### src/sv/fifo_handoff_mutex_top_macros.svh
// ---------------------------------------------------------------------------
// fifo_handoff_mutex_top_macros
// Assertion macros used by the mutex core (fhm_core).
// ---------------------------------------------------------------------------
`ifndef FIFO_HANDOFF_MUTEX_TOP_MACROS_SVH
`define FIFO_HANDOFF_MUTEX_TOP_MACROS_SVH

// Same-cycle implication under the active-low reset.
`define FHM_ASSERT_NOW(label, clk, rst_n, ante, cons, msg) \
	label: assert property (@(posedge clk) disable iff (!rst_n) (ante) |-> (cons)) \
		else $error(msg);

// Next-cycle implication under the active-low reset.
`define FHM_ASSERT_NXT(label, clk, rst_n, ante, cons, msg) \
	label: assert property (@(posedge clk) disable iff (!rst_n) (ante) |=> (cons)) \
		else $error(msg);

`endif

### src/sv/fhm_pkg.sv
// ---------------------------------------------------------------------------
// fhm_pkg
// Types, constants and helpers of the FIFO hand-off mutex.
// ---------------------------------------------------------------------------
package fhm_pkg;

	localparam int QUEUE_DEPTH = 8;
	localparam int TASK_W      = 4;
	localparam int PTR_W       = (QUEUE_DEPTH > 1) ? $clog2(QUEUE_DEPTH) : 1;
	localparam int CNT_W       = $clog2(QUEUE_DEPTH + 1);

	typedef enum logic {
		KIND_LOCK   = 1'b0,
		KIND_UNLOCK = 1'b1
	} fhm_kind_t;

	typedef enum logic [2:0] {
		ST_GRANTED   = 3'd0,
		ST_QUEUED    = 3'd1,
		ST_FULL      = 3'd2,
		ST_FREED     = 3'd3,
		ST_HANDED    = 3'd4,
		ST_NOT_OWNER = 3'd5
	} fhm_status_t;

	typedef enum logic {
		FHM_IDLE,
		FHM_EXEC
	} fhm_state_t;

	// Queue memory access, core to RAM.
	typedef struct packed {
		logic              wr_en;
		logic [PTR_W-1:0]  wr_addr;
		logic [TASK_W-1:0] wr_data;
		logic              rd_en;
		logic [PTR_W-1:0]  rd_addr;
	} fhm_ram_req_t;

	// One finished result, core to output register.
	typedef struct packed {
		logic              load;
		fhm_status_t       status;
		logic              woken_valid;
		logic [TASK_W-1:0] woken_task;
	} fhm_result_t;

	// Advance a ring pointer, wrapping at the queue depth.
	function automatic logic [PTR_W-1:0] fhm_ptr_next(input logic [PTR_W-1:0] p);
		logic [PTR_W-1:0] r;
		if (p == PTR_W'(QUEUE_DEPTH - 1)) begin
			r = '0;
		end else begin
			r = p + 1'b1;
		end
		return r;
	endfunction

endpackage

### src/sv/fhm_ram.sv
// ---------------------------------------------------------------------------
// fhm_ram
// Simple dual-port synchronous RAM with a registered read port.
// ---------------------------------------------------------------------------
module fhm_ram #(
	parameter int DEPTH = 8,
	parameter int WIDTH = 4,
	parameter int AW    = (DEPTH > 1) ? $clog2(DEPTH) : 1
) (
	input  logic             clk,
	input  logic             wr_en,
	input  logic [AW-1:0]    wr_addr,
	input  logic [WIDTH-1:0] wr_data,
	input  logic             rd_en,
	input  logic [AW-1:0]    rd_addr,
	output logic [WIDTH-1:0] rd_data
);

	logic [WIDTH-1:0] mem [DEPTH];
	logic [WIDTH-1:0] rd_data_q;

	always_ff @(posedge clk) begin
		if (wr_en) begin
			mem[wr_addr] <= wr_data;
		end
		if (rd_en) begin
			rd_data_q <= mem[rd_addr];
		end
	end

	assign rd_data = rd_data_q;

endmodule

### src/sv/fhm_core.sv
// ---------------------------------------------------------------------------
// fhm_core
// Mutex state, ring-buffer pointers and the request sequencer.
// ---------------------------------------------------------------------------
`include "fifo_handoff_mutex_top_macros.svh"

module fhm_core (
	input  logic                         clk,
	input  logic                         arst_n,
	input  logic                         in_valid,
	output logic                         in_stall,
	input  logic                         kind,
	input  logic [fhm_pkg::TASK_W-1:0]   task_id,
	input  logic                         out_free,
	output fhm_pkg::fhm_ram_req_t        ram_req,
	input  logic [fhm_pkg::TASK_W-1:0]   rd_data,
	output fhm_pkg::fhm_result_t         res
);

	fhm_pkg::fhm_state_t state_q, state_d;

	logic                        kind_s1;
	logic [fhm_pkg::TASK_W-1:0]  task_s1;

	logic                        held_q;
	logic [fhm_pkg::TASK_W-1:0]  holder_q;
	logic [fhm_pkg::CNT_W-1:0]   count_q;
	logic [fhm_pkg::PTR_W-1:0]   head_q;
	logic [fhm_pkg::PTR_W-1:0]   tail_q;

	logic accept;
	logic exec_go;

	// Sequencer: take a request, then finish it once the head entry is read and the result register is free.
	always_ff @(posedge clk or negedge arst_n) begin
		if (!arst_n) begin
			state_q <= fhm_pkg::FHM_IDLE;
		end else begin
			state_q <= state_d;
		end
	end

	always_comb begin
		state_d  = state_q;
		in_stall = 1'b1;
		exec_go  = 1'b0;
		unique case (state_q)
			fhm_pkg::FHM_IDLE: begin
				in_stall = 1'b0;
				if (in_valid) begin
					state_d = fhm_pkg::FHM_EXEC;
				end
			end
			fhm_pkg::FHM_EXEC: begin
				if (out_free) begin
					exec_go = 1'b1;
					state_d = fhm_pkg::FHM_IDLE;
				end
			end
			default: begin
				state_d = fhm_pkg::FHM_IDLE;
			end
		endcase
	end

	assign accept = in_valid && !in_stall;

	always_ff @(posedge clk) begin
		if (accept) begin
			kind_s1 <= kind;
			task_s1 <= task_id;
		end
	end

	// Decide the outcome from the state and the prefetched head entry.
	always_comb begin
		res             = '0;
		res.load        = exec_go;
		res.status      = fhm_pkg::ST_GRANTED;
		ram_req         = '0;
		ram_req.rd_en   = accept;
		ram_req.rd_addr = head_q;
		ram_req.wr_addr = tail_q;
		ram_req.wr_data = task_s1;
		if (kind_s1 == fhm_pkg::KIND_LOCK) begin
			priority if (!held_q || holder_q == task_s1) begin
				res.status = fhm_pkg::ST_GRANTED;
			end else if (count_q == fhm_pkg::CNT_W'(fhm_pkg::QUEUE_DEPTH)) begin
				res.status = fhm_pkg::ST_FULL;
			end else begin
				res.status    = fhm_pkg::ST_QUEUED;
				ram_req.wr_en = exec_go;
			end
		end else begin
			priority if (!held_q || holder_q != task_s1) begin
				res.status = fhm_pkg::ST_NOT_OWNER;
			end else if (count_q == '0) begin
				res.status = fhm_pkg::ST_FREED;
			end else begin
				res.status      = fhm_pkg::ST_HANDED;
				res.woken_valid = 1'b1;
				res.woken_task  = rd_data;
			end
		end
	end

	always_ff @(posedge clk or negedge arst_n) begin
		if (!arst_n) begin
			held_q   <= 1'b0;
			holder_q <= '0;
			count_q  <= '0;
			head_q   <= '0;
			tail_q   <= '0;
		end else if (exec_go) begin
			unique case (res.status)
				fhm_pkg::ST_GRANTED: begin
					held_q   <= 1'b1;
					holder_q <= task_s1;
				end
				fhm_pkg::ST_QUEUED: begin
					tail_q  <= fhm_pkg::fhm_ptr_next(tail_q);
					count_q <= count_q + 1'b1;
				end
				fhm_pkg::ST_FREED: begin
					held_q   <= 1'b0;
					holder_q <= '0;
				end
				fhm_pkg::ST_HANDED: begin
					holder_q <= rd_data;
					head_q   <= fhm_pkg::fhm_ptr_next(head_q);
					count_q  <= count_q - 1'b1;
				end
				default: begin
				end
			endcase
		end
	end

	`FHM_ASSERT_NOW(a_count_bound, clk, arst_n, 1'b1, count_q <= fhm_pkg::CNT_W'(fhm_pkg::QUEUE_DEPTH), "wait count above queue depth")
	`FHM_ASSERT_NOW(a_waiters_need_holder, clk, arst_n, count_q != '0, held_q, "waiters on a free mutex")
	`FHM_ASSERT_NOW(a_free_holder_zero, clk, arst_n, !held_q, holder_q == '0, "free mutex keeps a holder id")
	`FHM_ASSERT_NXT(a_handover_pops, clk, arst_n, exec_go && res.status == fhm_pkg::ST_HANDED, count_q == $past(count_q) - 1'b1, "handover did not pop the queue")
	`FHM_ASSERT_NOW(a_no_accept_busy, clk, arst_n, state_q == fhm_pkg::FHM_EXEC, !accept, "request taken while one is in flight")

endmodule

### src/sv/fifo_handoff_mutex_top.sv
// ---------------------------------------------------------------------------
// fifo_handoff_mutex_top
// Hardware mutex with a first-in-first-out wait queue.
// ---------------------------------------------------------------------------
// Each request transfer is a lock or unlock from one task id and yields
// exactly one result transfer. A lock on a free mutex, or by the current
// holder, is granted; otherwise the task joins the wait queue, or is refused
// when the queue is full. An unlock by the holder frees the mutex or hands it
// straight to the oldest waiter (woken_valid/woken_task); any other unlock
// reports not owner. A request first reads the queue head from the waiter
// memory (registered read port), then decides, updates the state and loads
// the result register. The next request is taken as soon as that result is
// loaded, even while the result itself still waits under out_stall; a full
// result register that stays stalled holds the decide step. Waiters live in
// a ring buffer; no clearing pass runs after reset.
// ---------------------------------------------------------------------------
module fifo_handoff_mutex_top (
	input  logic                       clk,
	input  logic                       arst_n,
	input  logic                       in_valid,
	output logic                       in_stall,
	input  logic                       kind,
	input  logic [fhm_pkg::TASK_W-1:0] task_id,
	output logic                       out_valid,
	input  logic                       out_stall,
	output logic [2:0]                 status,
	output logic                       woken_valid,
	output logic [fhm_pkg::TASK_W-1:0] woken_task
);

	fhm_pkg::fhm_ram_req_t       ram_req;
	fhm_pkg::fhm_result_t        res;
	logic [fhm_pkg::TASK_W-1:0]  rd_data;
	logic                        out_free;

	logic                        out_valid_q;
	fhm_pkg::fhm_status_t        status_q;
	logic                        woken_valid_q;
	logic [fhm_pkg::TASK_W-1:0]  woken_task_q;

	// The result register may take a new result when empty or when its
	// current one transfers at this edge.
	assign out_free = !out_valid_q || !out_stall;

	fhm_core u_core (
		.clk      (clk),
		.arst_n   (arst_n),
		.in_valid (in_valid),
		.in_stall (in_stall),
		.kind     (kind),
		.task_id  (task_id),
		.out_free (out_free),
		.ram_req  (ram_req),
		.rd_data  (rd_data),
		.res      (res)
	);

	// Waiter ring buffer: write at the tail, prefetch at the head.
	fhm_ram #(
		.DEPTH (fhm_pkg::QUEUE_DEPTH),
		.WIDTH (fhm_pkg::TASK_W)
	) u_queue (
		.clk     (clk),
		.wr_en   (ram_req.wr_en),
		.wr_addr (ram_req.wr_addr),
		.wr_data (ram_req.wr_data),
		.rd_en   (ram_req.rd_en),
		.rd_addr (ram_req.rd_addr),
		.rd_data (rd_data)
	);

	// Hold the result until its transfer; load a fresh one when free.
	always_ff @(posedge clk or negedge arst_n) begin
		if (!arst_n) begin
			out_valid_q <= 1'b0;
		end else if (res.load) begin
			out_valid_q <= 1'b1;
		end else if (!out_stall) begin
			out_valid_q <= 1'b0;
		end
	end

	always_ff @(posedge clk) begin
		if (res.load) begin
			status_q      <= res.status;
			woken_valid_q <= res.woken_valid;
			woken_task_q  <= res.woken_task;
		end
	end

	assign out_valid   = out_valid_q;
	assign status      = status_q;
	assign woken_valid = woken_valid_q;
	assign woken_task  = woken_task_q;

endmodule

### config.mk
export PLATFORM = sky130hd
export DESIGN_NAME = fifo_handoff_mutex_top
export DESIGN_NICKNAME = d
export VERILOG_FILES = /design/src/sv/fhm_pkg.sv /design/src/sv/fhm_ram.sv /design/src/sv/fhm_core.sv /design/src/sv/fifo_handoff_mutex_top.sv
export VERILOG_INCLUDE_DIRS = /design/src /design/src/sv
export SDC_FILE = /design/constraint.sdc
export NUM_CORES = 1
export LEC_CHECK = 0
export ABC_AREA = 1
export BUFFER_PORTS_ARGS = -buffer_cell sky130_fd_sc_hd__buf_2
export CORE_MARGIN = 2
export CORE_UTILIZATION = 40
export DETAILED_ROUTE_END_ITERATION = 8
export GPL_TIMING_DRIVEN = 0
export HOLD_SLACK_MARGIN = 0.15
export PLACE_DENSITY = 0.57
export SKIP_LAST_GASP = 1
export SLEW_MARGIN = 30
export SYNTH_ARGS = -nofsm -noshare
export SYNTH_HDL_FRONTEND = slang
export SYNTH_SLANG_ARGS = --single-unit
### constraint.sdc
create_clock -name clk -period 1.9 [get_ports clk]
set_input_delay 0.095 -clock clk [delete_from_list [all_inputs] [get_ports clk]]
set_output_delay 0.095 -clock clk [all_outputs]
set_load 0.1 [all_outputs]
Yosys cells after proc, flatten, opt, wreduce, memory -nomap -nowiden
Memories as Yosys holds them, arrays and structs flattened. A register that Yosys moved wholly into a read port is not among the register bits.
Index checks and enable logic that the tools add are counted.
Storage, ports and cells
  register bits: 30
  RAM bits: 32
  input bits: 9
  output and inout port bits: 10
  logic and storage cells: 71
  memories: 1
Memories
  u_queue.mem: words 8, width 4, read ports 1, clocked after memory_dff 1, wr ports 1, RTL line fhm_ram.sv:19  | logic [WIDTH-1:0] mem [DEPTH];
Cells by class
  add/subtract/negate cells: 4
  equality and inequality tests: 9
  muxes and demuxes: 24
  bitwise operators: 2
  reductions and logical operators: 19
Operators with widths (count)
  $mux W3: 6
  $mux W1: 12
  $pmux W4 S3: 1
  $reduce_and A2 Y1: 5
  $eq A3 B3 Y1 const B: 3
  $pmux W4 S2: 1
  $add A3 B1 Y3 const B: 2
  $mux W5: 1
  $add A4 B1 Y4 const B: 1
  $eq A4 B4 Y1: 1
  $eq A4 B4 Y1 const B: 1
  $logic_not A4 Y1: 1
  $ne A4 B4 Y1: 1
  $pmux W1 S2: 2
  $reduce_bool A2 Y1: 2
  $sub A4 B1 Y4 const B: 1
  $eq A3 B1 Y1 const B: 1
  $eq A3 B2 Y1 const B: 1
  $logic_not A1 Y1: 3
  $logic_not A3 Y1: 1
  $logic_or A1 B1 Y1: 3
  $reduce_bool A3 Y1: 1
  $reduce_or A3 Y1: 1
  $mux W2: 1
  4 further kinds: 5

Depth between registers and ports, before layout
Gate-level depths: netlist of run 1.
  depth in word-level cells: 9
  depth in mapped cells: 17
  depth with buffers taken out: 17

Hierarchy
From an unflattened synthesis of run 1, not the netlist that was laid out.
Unflattened totals
  cell total of the unflattened synthesis: 336
  area, all modules: 3266.9 um2
By module, submodules not included
  fhm_ram: times used 1, cells an instance 160, area each 1607.8 um2, seq. area each 1081.0 um2
  fhm_core: times used 1, cells an instance 164, area each 1377.6 um2, seq. area each 550.5 um2
  fifo_handoff_mutex_top: times used 1, cells an instance 12, area each 281.5 um2, seq. area each 265.3 um2

Worst setup path before layout of run 1
OpenSTA, ideal clock, no wires.
  path type: register to register
  from: register u_core.state_q
  to: memory u_queue.mem[6][0] (enable)
  setup time: 0.329 ns
  arrival time: 1.861 ns
  required time: 1.571 ns
  setup slack: -0.290 ns
  cell stages (with the launch flop): 5
  path buffers: 0
  period minus slack after synthesis: 2.190 ns
  cells stage by stage: dfrtp_1 nand2_1 nor2_2 nand2_1 nor2_1
On the way
  word-level cells in the longest chain between the ends: 6
Ends and longest elaborated chain
  start, declared: RTL line fhm_core.sv:20  | fhm_pkg::fhm_state_t state_q, state_d;
  start signal, assigned: RTL line fhm_core.sv:37  | state_q <= fhm_pkg::FHM_IDLE;
  start signal, assigned: RTL line fhm_core.sv:39  | state_q <= state_d;
  $mux W1: RTL line fhm_core.sv:47  | unique case (state_q)
  $mux W1: RTL line fhm_core.sv:88  | end else if (count_q == fhm_pkg::CNT_W'(fhm_pkg::QUEUE_DEPTH)) begin
  $mux W1: RTL line fhm_core.sv:86  | priority if (!held_q || holder_q == task_s1) begin
  $mux W1: RTL line fhm_core.sv:85  | if (kind_s1 == fhm_pkg::KIND_LOCK) begin
  $mux W1: RTL line fhm_ram.sv:23  | if (wr_en) begin
  $mux W1 (not written as such): RTL line fhm_ram.sv:24  | mem[wr_addr] <= wr_data;
  end, declared: RTL line fhm_ram.sv:19
No other way between the ends.

Final worst setup path of run 1
  from: register u_core.task_s1[0] in the netlist's numbering
  to: register u_core.count_q[3] in the netlist's numbering
On the way
  word-level cells in the longest chain between the ends: 7
  elaborated cells on any way between the ends: 12
  those cells by class: eq/ne (4); mux (4); reduce/logical (4)
Ends and longest elaborated chain
  start, declared: RTL line fhm_core.sv:23  | logic [fhm_pkg::TASK_W-1:0] task_s1;
  start signal, assigned: RTL line fhm_core.sv:71  | task_s1 <= task_id;
  $eq A4 B4 Y1 / $ne A4 B4 Y1 (equally long branches): RTL line fhm_core.sv:86, fhm_core.sv:95
  $logic_or A1 B1 Y1 (on tied branches): RTL line fhm_core.sv:86, fhm_core.sv:95
  $mux W3 (on tied branches): RTL line fhm_core.sv:86, fhm_core.sv:95
  $mux W3 *: RTL line fhm_core.sv:85
  $eq A3 B1 Y1 / $eq A3 B3 Y1 (equally long branches): RTL line fhm_core.sv:115  | unique case (res.status)
  $reduce_bool A2 Y1 (no line)
  $reduce_and A2 Y1 (no line)
  end signal, assigned: RTL line fhm_core.sv:122  | count_q <= count_q + 1'b1;
  end signal, assigned: RTL line fhm_core.sv:131  | count_q <= count_q - 1'b1;
  end, declared: RTL line fhm_core.sv:27  | logic [fhm_pkg::CNT_W-1:0] count_q;
Every way passes the cells marked *; elsewhere a longest branch is shown, timed or not.
A chain may end at the register's enable or synchronous reset.

==> results of run 1 <==
==> cell usage after synthesis, drive strengths merged (2+ instances only) <==
library cell,count,area share (%)
nand2,79,11
o21ai,26,4.2
nand3,17,2.9
dfrtp,17,14
clkbuf,3,0.37
buf,3,0.69
clkinv,2,0.25
ha,6,2.4
edfxtp,49,48
inv,33,4.0
nor2,52,7.3
o22ai,4,0.82
nand4,5,1.2
a31oi,5,1.0
==> stage by stage <==
step                      setup WS (ns)  hold slack (ns)   TNS [ns]
after floorplan                 0.01618          -0.2006          0
after global routing            -0.1683           0.2667     -1.528
final                         -0.004465           0.2309  -0.004465
after global placement          -0.4349          0.07047     -12.18
after CTS                      -0.08956           0.2430   -0.08956
after detailed placement        -0.4641          0.06201     -13.11
==> per-layer routing <==
layer / vias up / GRT usage (%)
met5: - / 0
met4: 0 / 6.818
met3: 10 / 2.490
met2: 29 / 24.51
met1: 1027 / 22.88
li1: 1131 / -
==> what timing repair did <==
item / CTS / global route
endpoints found under the setup margin: 35 / 40
endpoints found under the hold margin: 24 / 0
hold buffers: 8 / 0
setup buffers: 15 / 5
gates resized for setup: 23 / 22
pin swaps: 6 / 13
==> where the power goes <==
part / switching, W / leakage [nW] / internal, W
Clock: 0.000502 / 0.104 / 0.000765
Combinational: 0.00187 / 0.894 / 0.000729
Sequential: 0.000199 / 0.650 / 0.00194
==> placed cells by master, fill, tap and decap left out, drive strengths merged <==
cell type    Yosys  routed
bufinv           0       2
ha               6       6
o21ai           26      26
o31ai            1       1
o22ai            4       4
dlygate4sd3      0       8
nand3           17      17
nor2            52      52
inv             33      33
fa               1       1
buf              3      41
dfrtp           17      17
a31oi            5       5
clkbuf           3      15
clkinv           2       3
nand2           79      79
edfxtp          49      49
xor2             1       1
a21oi            1       1
nand4            5       5
o21a             1       1
==> registers in the layout (all words and copies together) (netlist names) <==
register / cells
out_valid: 1
u_core.tail_q: 3
woken_valid: 1
u_core.kind_s1: 1
woken_task: 4
u_queue.rd_data: 4
u_core.held_q: 1
u_core.head_q: 3
u_core.count_q: 4
u_core.task_s1: 4
u_queue.mem: 32
u_core.state_q: 1
status: 3
u_core.holder_q: 4
==> worst max-delay path, cell delays in order (launching register included) <==
cell      delay, ns
edfxtp_1       0.48
inv_2          0.10
nand2_2        0.06
nand2_2        0.07
nand2_2        0.06
nor2_4         0.13
nand3_4        0.09
inv_4          0.09
ha_4           0.21
nand2_2        0.06
nand2_2        0.05
a31oi_4        0.14
inv_1          0.05
nand2_1        0.06
nand2_1        0.04
nand3_1        0.06
nand2_1        0.05
==> worst paths after layout <==
path / to / slack (ns) / cells past startpoint
max: u_core.count_q[3] / -0.004 / 16
min: u_core.holder_q[1] / 0.23 / 2
min in group clk: u_core.task_s1[2] / 0.47 / 2
max in group asynchronous: u_core.state_q / 1.33 / 2
max reg2reg: u_core.count_q[3] / -0.004 / 16
min reg2reg: out_valid / 0.51 / 2
==> layout make-up <==
type	instances	area, µm²
Fill cell	662	3450
Sequential cell	66	1899
Multi-Input combinational cell	199	1161
Timing Repair Buffer	46	320.3
Clock buffer	12	145.1
Inverter	35	135.1
Tap cell	99	123.9
Clock inverter	3	63.81
Buffer	6	32.53
==> cells by family (layout without fill, tap and decap cells) <==
| kind of cell | Yosys count | in the layout | share of synthesized area, % |
|---|---|---|---|
| AOI/OAI and AO/OA | 38 | 38 | 6.941 |
| and+or+nand+nor | 153 | 153 | 22.42 |
| adders and majority gates | 7 | 7 | 3.103 |
| xor gates and xnor gates | 1 | 1 | 0.2859 |
| buffers and inverters | 41 | 102 | 5.349 |
| DFF | 66 | 66 | 61.90 |
==> results.cfg, run 1 <==
[timing]
fin_skew_ns = 0.008987
rsz0062_at_grt = true
fin_ws_ns = -0.004465
worst_slew_margin_rel_pct = 48.42
fin_crit_sh_pct = 100.2
period_needed_ns = 1.904
drv_slew = 0
worst-slew-pin-transition_ns = 0.7708
setup_viol = 1
fmax_mhz = 525.1
hold_viol_final = 0

[detailed_routing]
highest_layer = met4
wl_met3_um = 135
drcViolationCount = 0
via_per_inst = 4.715
dr.pass1.iters = 4
drt_iter0_markers = 105
finalWirelength_mm = 6.291
num_vias = 2197
wl_per_cell_um = 13.50
postRouteAntennaNets = 0
wl_met2_mm = 2.858
wl_met1_mm = 3.188

[floorplan]
core_area_um2 = 7331
die-area_um2 = 8377
io_pins = 19
die_width_um = 91.53
dieHeight_um = 91.53
core.rowCount = 31
start_util_pct = 41.80

[power_and_ir_drop]
ir_worst_vdd_v = 0.001169
p_leak_nw = 1.648
power_density_nw_per_um2 = 1549
total_power_w = 0.006011

[cts]
cts_root_buf = clkbuf_8
clk_path_buf_depth = 2
clkTransAtPathRegs_ns = 0.07
clock_latency_ns = 0.33
cts_buffers = 9
cts_tree = done
h-tree-depth = 3
cts.sinks = 66

[place]
gp_congestion = 0.7695
port_buffers = 18
placed_cells = 423
place_hpwl_mm = 4.128
placement.cell_area_um2 = 3293

[final_layout]
antennaDiodeCount = 0
post-route-util_pct = 52.94
final_cells = 466
final_cell_area_um2 = 3881
drive_above_1_share_pct = 29.97
area_growth_pct = 26.66
nets = 379

[logic_synthesis]
ys_seq_area_share_pct = 61.90
synth_enable_flop_cells = 49
netlist_area_um2 = 3064
ys.flop_type = edfxtp_1
synth_cell_types = 28
synth-async-reset-ratio_pct = 25.76
syn_area_per_cell_um2 = 10.01
synth_seq_cells = 66
yosys_warnings = 0
synth_cells = 306
syn-num-nets = 322

[worst_setup_path]
timing.critical_path.from = u_core.task_s1[0]
crit-reg2reg-launch = u_core.task_s1[0]
cp-start-kind = flop
cp-end-kind = flop
worstPathMaxFanout = 5
crit_arrival_ns = 2.13
worstSetupPathType = reg2reg
crit_required_ns = 2.13

[global_route]
grt_pass1_vias = 2163
grt_usage_pct = 16.10
grt_max_degree = 18
antenna_found_initial = 0
grt_pass1_wl_mm = 10.42
grt-ovfl-total = 0

[hold_path]
worstHoldPathType = in2async

[outcome]
violations = negative setup slack
status = finished, violations left

[run]
maxCapViolCount = 0
No activity file was read; power rests on OpenSTA's default activity.
==> run 2, diff against run 1 <==
--- a/config.mk
+++ b/config.mk
@@ -6,7 +6,6 @@
 export SDC_FILE = /design/constraint.sdc
 export NUM_CORES = 1
 export LEC_CHECK = 0
-export ABC_AREA = 1
 export BUFFER_PORTS_ARGS = -buffer_cell sky130_fd_sc_hd__buf_2
 export CORE_MARGIN = 2
 export CORE_UTILIZATION = 40
==> run 2 against run 1 <==
The flow still finishes with violations (negative setup slack). Sequential share of layout area rose by 1.6 points. Critical path depth fell by 7. Fmax fell by 12%. Combinational power fell by 5%. Critical endpoint unchanged.
==> results.cfg, run 2 <==
[worst_setup_path]
worstSetupPathType = reg2reg
cp_top_family = simple AND/OR/NAND/NOR gates
cp-end-kind = flop
crit_required_ns = 2.18
crit_chain = or4_4, nand3_4, nor2_4, ha_1, a21o_1, a21oi_2, or3_1, o211ai_1, xnor2_1
critPathSlowestCell = or4_4
cpPeakStageDelay_ns = 0.54
worstPathMaxFanout = 3
crit_buf_inv = 0
crit_arrival_ns = 2.44
cp-start-kind = flop

[detailed_routing]
num_vias = 1673
dr.pass1.iters = 4
postRouteAntennaNets = 0
via_per_inst = 5.009
drcViolationCount = 0
drt_iter0_markers = 88
finalWirelength_mm = 5.583
wl_per_cell_um = 16.72

[logic_synthesis]
synth_cell_types = 38
ys_seq_area_share_pct = 66.64
synth.top_cells.by_count = edfxtp_1, dfrtp_1, mux2_2, nor2_1, mux4_2
syn_area_per_cell_um2 = 16.36
synth_top_area_share_pct = 51.69
synth-async-reset-ratio_pct = 25.76
yosysMostFrequentCell = edfxtp_1
synth.largest_area_cell = edfxtp_1
netlist_area_um2 = 2846
ys.flop_type = edfxtp_1
synth.area.top_cells = edfxtp_1, dfrtp_1, mux4_2
yosys_warnings = 0
synth_seq_cells = 66
synth_enable_flop_cells = 49
synth_cells = 174
syn-num-nets = 190

[power_and_ir_drop]
p_leak_nw = 1.454
p_int_w = 0.003736
power_density_nw_per_um2 = 1615
p_sw_w = 0.002338
power.share.clock_pct = 21.8
p_sw_share_pct = 38.49
seqPwrFrac_pct = 37.4
p_comb_share_pct = 40.8
ir_worst_vdd_v = 0.0005694

[outcome]
violations = negative setup slack
status = finished, violations left

[timing]
fin_skew_ns = 0.01706
rsz0062_at_grt = true
worst-slew-pin-transition_ns = 0.7962
fin_crit_sh_pct = 114.1
period_needed_ns = 2.167
fmax_mhz = 461.4
drv_slew = 0
setup_viol = 17
holdWs_ns = 0.2106
fin_ws_ns = -0.2672
worst_slew_margin_rel_pct = 46.81
hold_viol_final = 0

[final_layout]
regMostFlops = u_queue.mem
antennaDiodeCount = 0
seqCellArea_um2 = 1903
nets = 249
post-route-util_pct = 55.07
mostFrequentLayoutCells = edfxtp_1, buf_4, buf_2
final_common_cell = edfxtp_1
fillers = 549
largest_register_ffs = 32
area_growth_pct = 32.18
drive_above_1_share_pct = 48.32
multiInputGateArea_um2 = 1096

[cts]
cts_root_buf = clkbuf_8
cts.sinks = 66
cts_tree = done
clk_path_buf_depth = 2
cts_buffers = 9
clkTransAtPathRegs_ns = 0.09
clock_latency_ns = 0.35
h-tree-depth = 3

[run]
maxCapViolCount = 0

[floorplan]
dieHeight_um = 88.36
core_area_um2 = 6832
start_util_pct = 41.67
io_pins = 19
die-area_um2 = 7807
core.rowCount = 30
die_width_um = 88.36

[place]
gp_congestion = 0.7296
port_buffers = 18
place_hpwl_mm = 3.631

[global_route]
grt_pass1_vias = 1767
grt_pass1_wl_mm = 8.673
grt_max_degree = 18
grt_usage_pct = 15.66
grt-ovfl-total = 0
antenna_found_initial = 0

[hold_path]
worstHoldPathType = in2async
==> run 2: final cells by class <==
cell class / count / share of cell area, %
flip-flops and latches: 66 / 50.58
multi-input cells: 99 / 29.13
repair buffers: 49 / 9.312
clock buffers: 9 / 3.292
well taps: 96 / 3.193
clock inverters: 7 / 2.660
plain buffers: 6 / 1.630
inverters: 2 / 0.1995
==> run 2: kinds of logic after synthesis <==
family / after synthesis / synth area share [%]
flops: 66 / 66.64
simple gates: 44 / 9.275
mux: 23 / 12.22
compound gates: 18 / 4.440
buf+inv: 9 / 1.934
xor+xnor: 7 / 2.154
fa+ha+maj: 7 / 3.341
==> run 2: metal layers <==
metal | share of wire [%] | vias up | track usage [%]
li1 | - | 789 | -
met1 | 41 | 845 | 18.06
met2 | 54 | 33 | 26.59
met3 | 2.8 | 6 | 3.451
met4 | 1.4 | 0 | 9.642
met5 | 0 | - | 0
==> run 2: timing repair <==
action	4_1_cts	5_1_grt
endpoints found under the hold margin	25	0
endpoints found under the setup margin	44	39
setup buffers	10	13
hold buffers	8	0
pin swaps	11	9
gates resized for setup	12	19
==> run 2: path summary, 6_finish.rpt <==
check                           depth (start not counted)                end  slack (ns)              start
worst min-delay path                                    2      u_core.held_q        0.21             arst_n
worst min register to register                          1          out_valid        0.51          out_valid
max in group asynchronous                               2  u_core.count_q[0]        1.35             arst_n
worst max register to register                          9  u_core.count_q[3]       -0.27  u_core.count_q[3]
min in group clk                                        2  u_core.task_s1[2]        0.47         task_id[2]
worst max-delay path                                    9  u_core.count_q[3]       -0.27  u_core.count_q[3]
==> run 2: worst reg2reg max path: cells and delay by family (launching register included) <==
family                   cells  cell delay [ns]
XOR/XNOR                     1             0.14
AND/OR/NAND/NOR              4             1.00
flip-flops                   1             0.40
AO/OA/AOI/OAI                3             0.29
adder cells (fa/ha/maj)      1             0.27
==> run 2: power groups by stage <==
stage / registers, W / clock network [W] / logic, W
2_1_floorplan: 0.00279 / 0 / 0.00107
3_3_place_gp: 0.00228 / 0 / 0.00189
3_5_place_dp: 0.00231 / 0 / 0.00195
4_1_cts: 0.00225 / 0.00136 / 0.00218
5_1_grt: 0.00232 / 0.00141 / 0.00267
6_report: 0.00227 / 0.00132 / 0.00248
==> run 2: stage by stage <==
stage | cells | cell area [µm²] | setup TNS (ns) | power [W] | setup WS (ns)
6_report | 334 | 3762 | -2.011 | 0.006075 | -0.2672
3_5_place_dp | 288 | 3131 | -12.14 | 0.004257 | -0.5702
5_1_grt | 334 | 3762 | -4.546 | 0.006401 | -0.3765
2_1_floorplan | 174 | 2920 | -1.213 | 0.003853 | -0.2272
3_3_place_gp | 288 | 3131 | -10.07 | 0.004170 | -0.4831
4_1_cts | 322 | 3565 | -1.859 | 0.005791 | -0.2833
